--- src/design/rcmd_pkg.sv ---
`timescale 1ns / 1ps
// Shared types, widths, register codes and reset values for the RC channel mode decoder.
package rcmd_pkg;

  localparam int PwmW   = 12;
  localparam int DzW    = 9;
  localparam int GainW  = 32;
  localparam int StickW = 16;
  localparam int AddrW  = 5;
  localparam int DataW  = 32;

  localparam logic [PwmW-1:0] StickCenterUs = 12'd1500;
  localparam logic [PwmW-1:0] ValidMaxUs    = 12'd2100;

  localparam logic [DzW-1:0]   DeadZoneRst  = 9'd125;
  localparam logic [GainW-1:0] GainRst      = 32'd5726623;
  localparam logic [PwmW-1:0]  ModeThrRst   = 12'd1750;
  localparam logic [PwmW-1:0]  GearThrRst   = 12'd1750;
  localparam logic [PwmW-1:0]  RebootThrRst = 12'd1500;

  typedef logic [PwmW-1:0]          pwm_t;
  typedef logic signed [StickW-1:0] stick_t;

  typedef enum logic [2:0] {
    REG_DZ_US      = 3'd0,
    REG_GAIN       = 3'd1,
    REG_MODE_THR   = 3'd2,
    REG_GEAR_THR   = 3'd3,
    REG_REBOOT_THR = 3'd4
  } reg_idx_t;

  typedef struct packed {
    logic [DzW-1:0]   dz_us;
    logic [GainW-1:0] gain;
  } stick_cfg_t;

endpackage

--- src/design/rc_channel_mode_decoder.sv ---
`timescale 1ns / 1ps
// RC channel mode decoder: each input beat passes an input register, then an output
// register. Throughput one beat per cycle while out_stall is low; the input register
// feeds stick scaling and switch edge logic, whose results land in the output register,
// which holds under out_stall. Synchronous active-low reset empties both stages,
// restores register defaults, clears switch history and sets command mode.
module rc_channel_mode_decoder (
  input  logic                      clk,
  input  logic                      rst_n,
  input  logic                      in_valid,
  output logic                      in_stall,
  input  rcmd_pkg::pwm_t            in_pwm_ch0,
  input  rcmd_pkg::pwm_t            in_pwm_ch1,
  input  rcmd_pkg::pwm_t            in_pwm_ch2,
  input  rcmd_pkg::pwm_t            in_pwm_ch3,
  input  rcmd_pkg::pwm_t            in_pwm_mode,
  input  rcmd_pkg::pwm_t            in_pwm_gear,
  input  rcmd_pkg::pwm_t            in_pwm_reboot,
  output logic                      out_valid,
  input  logic                      out_stall,
  output rcmd_pkg::stick_t          out_stick_0,
  output rcmd_pkg::stick_t          out_stick_1,
  output rcmd_pkg::stick_t          out_stick_2,
  output rcmd_pkg::stick_t          out_stick_3,
  output logic                      out_hover_mode,
  output logic                      out_enter_hover,
  output logic                      out_command_mode,
  output logic                      out_enter_command,
  output logic                      out_reboot_toggle,
  output logic                      out_sticks_centered,
  output logic                      out_data_valid,
  input  logic                      psel,
  input  logic                      penable,
  input  logic                      pwrite,
  input  logic [rcmd_pkg::AddrW-1:0] paddr,
  input  logic [rcmd_pkg::DataW-1:0] pwdata,
  output logic [rcmd_pkg::DataW-1:0] prdata,
  output logic                      pready
);
  import rcmd_pkg::*;

  // configuration registers
  logic [DzW-1:0]   dz_us_r;
  logic [GainW-1:0] gain_r;
  pwm_t             mode_thr_r;
  pwm_t             gear_thr_r;
  pwm_t             reboot_thr_r;
  logic             cfg_wr;
  reg_idx_t         cfg_idx;
  stick_cfg_t       stick_cfg;

  // input stage
  logic s1_valid_r;
  pwm_t s1_ch_r [4];
  pwm_t s1_mode_r;
  pwm_t s1_gear_r;
  pwm_t s1_reboot_r;
  logic s1_load;
  logic advance;

  // switch history
  pwm_t prev_mode_r;
  pwm_t prev_gear_r;
  pwm_t prev_reboot_r;
  logic primed_r;
  logic cmd_r;
  logic ent_cmd_r;
  logic cmd_nxt;
  logic ent_cmd_nxt;

  pwm_t   prev_mode;
  pwm_t   prev_gear;
  pwm_t   prev_reboot;
  logic   hover;
  logic   ent_hover;
  logic   gear_rise;
  logic   reboot_rise;
  logic   toggle;
  logic   centered;
  logic   data_ok;
  stick_t stick [4];

  // output stage
  logic   out_valid_r;
  stick_t out_stick_r [4];
  logic   out_hover_r;
  logic   out_ent_hover_r;
  logic   out_cmd_r;
  logic   out_ent_cmd_r;
  logic   out_toggle_r;
  logic   out_centered_r;
  logic   out_data_ok_r;

  assign pready  = 1'b1;
  assign cfg_wr  = psel && penable && pwrite;
  assign cfg_idx = reg_idx_t'(paddr[AddrW-1:2]);

  always_ff @(posedge clk) begin
    if (!rst_n) begin
      dz_us_r      <= DeadZoneRst;
      gain_r       <= GainRst;
      mode_thr_r   <= ModeThrRst;
      gear_thr_r   <= GearThrRst;
      reboot_thr_r <= RebootThrRst;
    end else if (cfg_wr) begin
      case (cfg_idx)
        REG_DZ_US:      dz_us_r      <= pwdata[DzW-1:0];
        REG_GAIN:       gain_r       <= pwdata[GainW-1:0];
        REG_MODE_THR:   mode_thr_r   <= pwdata[PwmW-1:0];
        REG_GEAR_THR:   gear_thr_r   <= pwdata[PwmW-1:0];
        REG_REBOOT_THR: reboot_thr_r <= pwdata[PwmW-1:0];
        default: ;
      endcase
    end
  end

  always_comb begin
    case (cfg_idx)
      REG_DZ_US:      prdata = {{(DataW-DzW){1'b0}}, dz_us_r};
      REG_GAIN:       prdata = gain_r;
      REG_MODE_THR:   prdata = {{(DataW-PwmW){1'b0}}, mode_thr_r};
      REG_GEAR_THR:   prdata = {{(DataW-PwmW){1'b0}}, gear_thr_r};
      REG_REBOOT_THR: prdata = {{(DataW-PwmW){1'b0}}, reboot_thr_r};
      default:        prdata = '0;
    endcase
  end

  // pipeline flow
  assign advance  = !out_valid_r || !out_stall;
  assign s1_load  = !s1_valid_r || advance;
  assign in_stall = !s1_load;

  always_ff @(posedge clk) begin
    if (!rst_n) begin
      s1_valid_r <= 1'b0;
    end else if (s1_load) begin
      s1_valid_r <= in_valid;
    end
  end

  always_ff @(posedge clk) begin
    if (s1_load && in_valid) begin
      s1_ch_r[0]  <= in_pwm_ch0;
      s1_ch_r[1]  <= in_pwm_ch1;
      s1_ch_r[2]  <= in_pwm_ch2;
      s1_ch_r[3]  <= in_pwm_ch3;
      s1_mode_r   <= in_pwm_mode;
      s1_gear_r   <= in_pwm_gear;
      s1_reboot_r <= in_pwm_reboot;
    end
  end

  assign stick_cfg.dz_us = dz_us_r;
  assign stick_cfg.gain  = gain_r;

  for (genvar g = 0; g < 4; g++) begin : g_stick
    rcmd_stick u_stick (
      .pwm   (s1_ch_r[g]),
      .cfg   (stick_cfg),
      .stick (stick[g])
    );
  end

  always_comb begin
    prev_mode   = primed_r ? prev_mode_r   : s1_mode_r;
    prev_gear   = primed_r ? prev_gear_r   : s1_gear_r;
    prev_reboot = primed_r ? prev_reboot_r : s1_reboot_r;
    hover       = s1_mode_r > mode_thr_r;
    ent_hover   = (prev_mode < mode_thr_r) && hover;
    gear_rise   = (prev_gear < gear_thr_r) && (s1_gear_r > gear_thr_r);
    reboot_rise = (prev_reboot < reboot_thr_r) && (s1_reboot_r > reboot_thr_r);
    cmd_nxt     = cmd_r;
    ent_cmd_nxt = ent_cmd_r;
    if (hover) begin
      cmd_nxt = s1_gear_r > gear_thr_r;
      if (gear_rise) begin
        ent_cmd_nxt = 1'b1;
      end else if (s1_gear_r < gear_thr_r) begin
        ent_cmd_nxt = 1'b0;
      end
    end
    toggle   = !hover && !cmd_nxt && reboot_rise;
    centered = (stick[0] == '0) && (stick[1] == '0) && (stick[2] == '0) && (stick[3] == '0);
    data_ok  = (s1_mode_r <= ValidMaxUs) && (s1_gear_r <= ValidMaxUs) &&
               (s1_reboot_r <= ValidMaxUs);
  end

  always_ff @(posedge clk) begin
    if (!rst_n) begin
      out_valid_r <= 1'b0;
      primed_r    <= 1'b0;
      cmd_r       <= 1'b1;
      ent_cmd_r   <= 1'b0;
      prev_mode_r   <= '0;
      prev_gear_r   <= '0;
      prev_reboot_r <= '0;
    end else if (advance) begin
      out_valid_r <= s1_valid_r;
      if (s1_valid_r) begin
        primed_r      <= 1'b1;
        cmd_r         <= cmd_nxt;
        ent_cmd_r     <= ent_cmd_nxt;
        prev_mode_r   <= s1_mode_r;
        prev_gear_r   <= s1_gear_r;
        prev_reboot_r <= s1_reboot_r;
      end
    end
  end

  always_ff @(posedge clk) begin
    if (advance && s1_valid_r) begin
      out_stick_r     <= stick;
      out_hover_r     <= hover;
      out_ent_hover_r <= ent_hover;
      out_cmd_r       <= cmd_nxt;
      out_ent_cmd_r   <= ent_cmd_nxt;
      out_toggle_r    <= toggle;
      out_centered_r  <= centered;
      out_data_ok_r   <= data_ok;
    end
  end

  assign out_valid           = out_valid_r;
  assign out_stick_0         = out_stick_r[0];
  assign out_stick_1         = out_stick_r[1];
  assign out_stick_2         = out_stick_r[2];
  assign out_stick_3         = out_stick_r[3];
  assign out_hover_mode      = out_hover_r;
  assign out_enter_hover     = out_ent_hover_r;
  assign out_command_mode    = out_cmd_r;
  assign out_enter_command   = out_ent_cmd_r;
  assign out_reboot_toggle   = out_toggle_r;
  assign out_sticks_centered = out_centered_r;
  assign out_data_valid      = out_data_ok_r;

  a_centered_match: assert property (@(posedge clk) disable iff (!rst_n)
    out_valid |-> (out_sticks_centered == ((out_stick_0 == '0) && (out_stick_1 == '0) &&
                                           (out_stick_2 == '0) && (out_stick_3 == '0))))
    else $error("centered flag disagrees with stick values");

  a_toggle_outside_modes: assert property (@(posedge clk) disable iff (!rst_n)
    out_valid && out_reboot_toggle |-> !out_hover_mode && !out_command_mode)
    else $error("reboot edge reported inside hover or command mode");

  a_enter_hover_in_hover: assert property (@(posedge clk) disable iff (!rst_n)
    out_valid && out_enter_hover |-> out_hover_mode)
    else $error("hover entry without hover mode");

  a_stick_no_min: assert property (@(posedge clk) disable iff (!rst_n)
    out_valid |-> (out_stick_0 != 16'sh8000) && (out_stick_1 != 16'sh8000) &&
                  (out_stick_2 != 16'sh8000) && (out_stick_3 != 16'sh8000))
    else $error("stick magnitude escaped saturation");

  a_history_update: assert property (@(posedge clk) disable iff (!rst_n)
    advance && s1_valid_r |=> primed_r && (prev_mode_r == $past(s1_mode_r)))
    else $error("switch history not updated on advance");

endmodule

--- src/design/rcmd_stick.sv ---
`timescale 1ns / 1ps
// One stick channel: center offset, dead zone, gain scaling and Q1.15 saturation.
module rcmd_stick (
  input  rcmd_pkg::pwm_t       pwm,
  input  rcmd_pkg::stick_cfg_t cfg,
  output rcmd_pkg::stick_t     stick
);
  import rcmd_pkg::*;

  logic signed [PwmW:0]       off;
  logic signed [PwmW:0]       dz_s;
  logic signed [PwmW:0]       diff_pos;
  logic signed [PwmW:0]       diff_neg;
  logic                       pos;
  logic                       neg;
  logic [PwmW-1:0]            excess;
  logic [PwmW+GainW-1:0]      prod;
  logic [PwmW+GainW-17:0]     scaled;
  logic [StickW-2:0]          mag;
  logic [StickW-1:0]          mag_ext;

  always_comb begin
    off      = $signed({1'b0, pwm}) - $signed({1'b0, StickCenterUs});
    dz_s     = $signed({{(PwmW+1-DzW){1'b0}}, cfg.dz_us});
    diff_pos = off - dz_s;
    diff_neg = -off - dz_s;
    pos      = off > dz_s;
    neg      = off < -dz_s;
    if (pos) begin
      excess = diff_pos[PwmW-1:0];
    end else if (neg) begin
      excess = diff_neg[PwmW-1:0];
    end else begin
      excess = '0;
    end
    prod   = {{GainW{1'b0}}, excess} * {{PwmW{1'b0}}, cfg.gain};
    scaled = prod[PwmW+GainW-1:16];
    // saturate magnitude at 32767
    if (|scaled[PwmW+GainW-17:StickW-1]) begin
      mag = '1;
    end else begin
      mag = scaled[StickW-2:0];
    end
    mag_ext = {1'b0, mag};
    if (pos) begin
      stick = $signed(mag_ext);
    end else if (neg) begin
      stick = $signed(-mag_ext);
    end else begin
      stick = '0;
    end
  end

endmodule

--- config.mk ---
export PLATFORM = sky130hd
export DESIGN_NAME = rc_channel_mode_decoder
export DESIGN_NICKNAME = d
export VERILOG_FILES = /design/src/design/rcmd_pkg.sv /design/src/design/rc_channel_mode_decoder.sv /design/src/design/rcmd_stick.sv
export SDC_FILE = /design/constraint.sdc
export NUM_CORES = 2
export LEC_CHECK = 0
export BUFFER_PORTS_ARGS = -buffer_cell sky130_fd_sc_hd__buf_2
export CORE_MARGIN = 4
export CORE_UTILIZATION = 46
export CTS_CLUSTER_SIZE = 8
export DETAILED_ROUTE_END_ITERATION = 6
export PLACE_DENSITY = 0.6
export SYNTH_ARGS = -nofsm -noshare
export SYNTH_HDL_FRONTEND = slang
export SYNTH_SLANG_ARGS = --single-unit
--- constraint.sdc ---
create_clock -name clk -period 21.7 [get_ports clk]
set_input_delay 4.34 -clock clk [delete_from_list [all_inputs] [get_ports clk]]
set_output_delay 4.34 -clock clk [all_outputs]
set_load 0.05 [all_outputs]
==> flow_metrics.tcl <==
set metrics [dict create \
    status "finished clean" \
    hp-class "flip-flop to flip-flop" \
    overflow 0 \
    synth_top_cell_by_area "fa_1" \
    whs_ns 0.4618 \
    setup_tns_ns 0 \
    post-cts-setup-buffers 0 \
    arrival_ns 17.57 \
    slowest_stage "a31oi_4" \
    nets 10380 \
    netlist-cell-type-count 111 \
    endpoint "out_sticks_centered" \
    synthToLayoutAreaGrowth_pct 6.621 \
    fmax_ghz 0.05837 \
    vias 59710 \
    route.detailed.drc 0 \
    finClkSkew_ns 0.06346 \
    instances_no_fill 10580 \
    grt_max_degree 97 \
    slew_viol_final 0 \
    cts_buffers 43 \
    rr_startpoint "dz_us_r[0]" \
    io_buffers 230 \
    first_iter_violations 4249 \
    syn_inst 8566 \
    initial_core_util 0.4626 \
    rsz0062_at_grt "no" \
    placed_area_mm2 0.07457 \
    cpPeakStageDelay_ns 0.86 \
    die-width_um 401.4 \
    clock_latency_ns 0.65 \
    syn_area_mm2 0.07119 \
    startpoint "dz_us_r[0]" \
    yosys_warnings 0 \
    post_cts_resized 0 \
    drive_gt1_frac 0.06956 \
    seq_area_frac_synth 0.09857 \
    core_area_mm2 0.1539 \
    io_pins 234 \
    cts.clk_slew.worst_paths_ns 0.05 \
    crit_fanout 32 \
    path_class "flip-flop to flip-flop" \
    max-cap-violations 0 \
    die_y_um 401.4 \
    synthArstFlopShare 0 \
    synth_area_per_cell_um2 8.310 \
    via_per_inst 5.644 \
    synth_area_leaders "fa_1 (34%), ha_1 (9.8%), inv_1 (7.8%)" \
    firstDrtPassIters 5 \
    wl_um 225400 \
    max-slew-margin-rel 0.1677 \
    synth_fp_nets 10460 \
    synth_edf_count 155 \
    cts_tree "done" \
    worstRegToRegCells 49 \
    cts_hold_buf 0 \
    worstPathRequired_ns 22.14 \
    nFillCells 14980 \
    netlist.area_leader.share 0.3386 \
    clockBufferDepth 3 \
    crit_top_cell "fa_1" \
    end_kind "flip-flop" \
    rows 144 \
    dpl.cell_count 10490 \
    synth_ff_type "edfxtp_1" \
    grt_usage 0.2805 \
    start_kind "flip-flop" \
    synth_seq_cells 273 \
    h-tree-depth 2 \
    fin_crit_sh 0.7895 \
    antenna_left 0 \
    grt_pass1_vias 62390 \
    grt_pass1_wl_um 356800 \
    setup_viol 0 \
    dp_hpwl_um 172300 \
    final_area_mm2 0.07590 \
    finalCriticalPeriod_ns 17.13 \
    worstReg2RegEnd "out_sticks_centered" \
    root_buffer "clkbuf_16" \
    r2r_slack_ns 4.57 \
    wl_per_cell_um 21.31 \
    hold_viol_final 0 \
    routabilityCongestion 0.9604 \
    fp.dieArea_mm2 0.1611 \
    worst_pin_slew_ns 1.238 \
    antenna_found_initial 17 \
    cts_sinks 273 \
]
-- worst max-delay path, delay by kind of cell (launching register included) --
kind / cells / cell delay (ns)
buf+inv: 7 / 1.13
flops: 1 / 0.74
fa+ha+maj: 9 / 3.73
xor+xnor: 1 / 0.55
compound gates: 10 / 2.62
simple gates: 21 / 8.00
mux: 1 / 0.11
-- cell usage after synthesis (all sizes together) (35+ instances only) --
| cell type | number |
|---|---|
| a211oi | 47 |
| a21boi | 87 |
| a21o | 139 |
| a21oi | 307 |
| a31oi | 39 |
| and2 | 481 |
| and3 | 56 |
| clkbuf | 450 |
| dfxtp | 118 |
| edfxtp | 155 |
| fa | 1204 |
| ha | 559 |
| inv | 1482 |
| mux2 | 42 |
| nand2 | 1404 |
| nand2b | 58 |
| nand3 | 145 |
| nand4 | 81 |
| nor2 | 279 |
| nor2b | 223 |
| nor3 | 115 |
| nor4 | 35 |
| o211ai | 73 |
| o21a | 41 |
| o21ai | 235 |
| o21bai | 60 |
| o22ai | 37 |
| or3 | 42 |
| xnor2 | 95 |
| xor2 | 67 |
-- metrics by stage --
step	utilization	setup slack (ns)
after global placement	0.4847	5.022
after floorplan	-	9.358
after CTS	0.4931	4.731
after global routing	0.4931	3.939
final	0.4933	4.567
after detailed placement	0.4847	4.771
-- layer usage --
layer / routed length, um / part of all wire / GRT usage / up-vias
met5: 7 / 0.000031 / 0 / -
met4: 11980 / 0.053 / 0.1274 / 2
met3: 16670 / 0.074 / 0.05008 / 359
met2: 103300 / 0.46 / 0.4543 / 1962
met1: 93440 / 0.41 / 0.3673 / 30150
li1: - / - / - / 27240
-- how the worst min path moves through the flow --
stage                                from         endpoint  cells past startpoint
final                      prev_gear_r[9]   prev_gear_r[9]                      2
after global routing       prev_gear_r[7]   prev_gear_r[7]                      2
after CTS                  prev_gear_r[7]   prev_gear_r[7]                      2
after detailed placement   prev_gear_r[7]   prev_gear_r[7]                      2
after global placement     prev_mode_r[2]   prev_mode_r[2]                      2
after floorplan           prev_gear_r[10]  prev_gear_r[10]                      2
-- registers in the layout (all words and copies together), names as in the netlist, 16 cells and up --
name and flops:
s1_ch_r 48, out_stick_3 16, out_stick_2 16, gain_r 32
out_stick_1 16, out_stick_0 16
-- area by class of cell --
type	count	area [um2]	share of cell area
flip-flops and latches	273	7058	0.09299
inverters	1483	5569	0.07338
clock inverters	7	75.07	0.0009891
well taps	2044	2557	0.03370
repair buffers	351	2062	0.02717
multi-input cells	6340	57330	0.7553
clock buffers	71	1222	0.01611
diodes	11	27.53	0.0003627
-- logic make-up (layout without fill, tap and decap cells) --
kind of cell | count (synthesis) | in the layout | share of synthesized area
flip-flops | 273 | 273 | 0.09857
XOR/XNOR | 162 | 162 | 0.01993
other | 1 | 12 | 0.00005268
AO/OA/AOI/OAI | 1331 | 1331 | 0.1261
adder cells (fa/ha/maj) | 1764 | 1764 | 0.4370
multiplexers | 69 | 69 | 0.01049
buffers and inverters | 1953 | 1912 | 0.1033
AND/OR/NAND/NOR | 3013 | 3013 | 0.2045
-- layout by cell type (no fill, tap or decap), types with 90 or more instances in the layout --
cell	n
inv_1	1482
nand2_1	1403
fa_1	1204
ha_1	559
and2_1	480
a21oi_1	303
nor2_1	278
buf_2	229
nor2b_1	218
o21ai_0	216
edfxtp_1	155
nand3_1	143
a21o_1	139
buf_4	122
nor3_1	111
xnor2_1	90
Power is left out: the tool's default activity adds up to more than one toggle a clock period on the data nets, which glitch-free logic cannot reach.
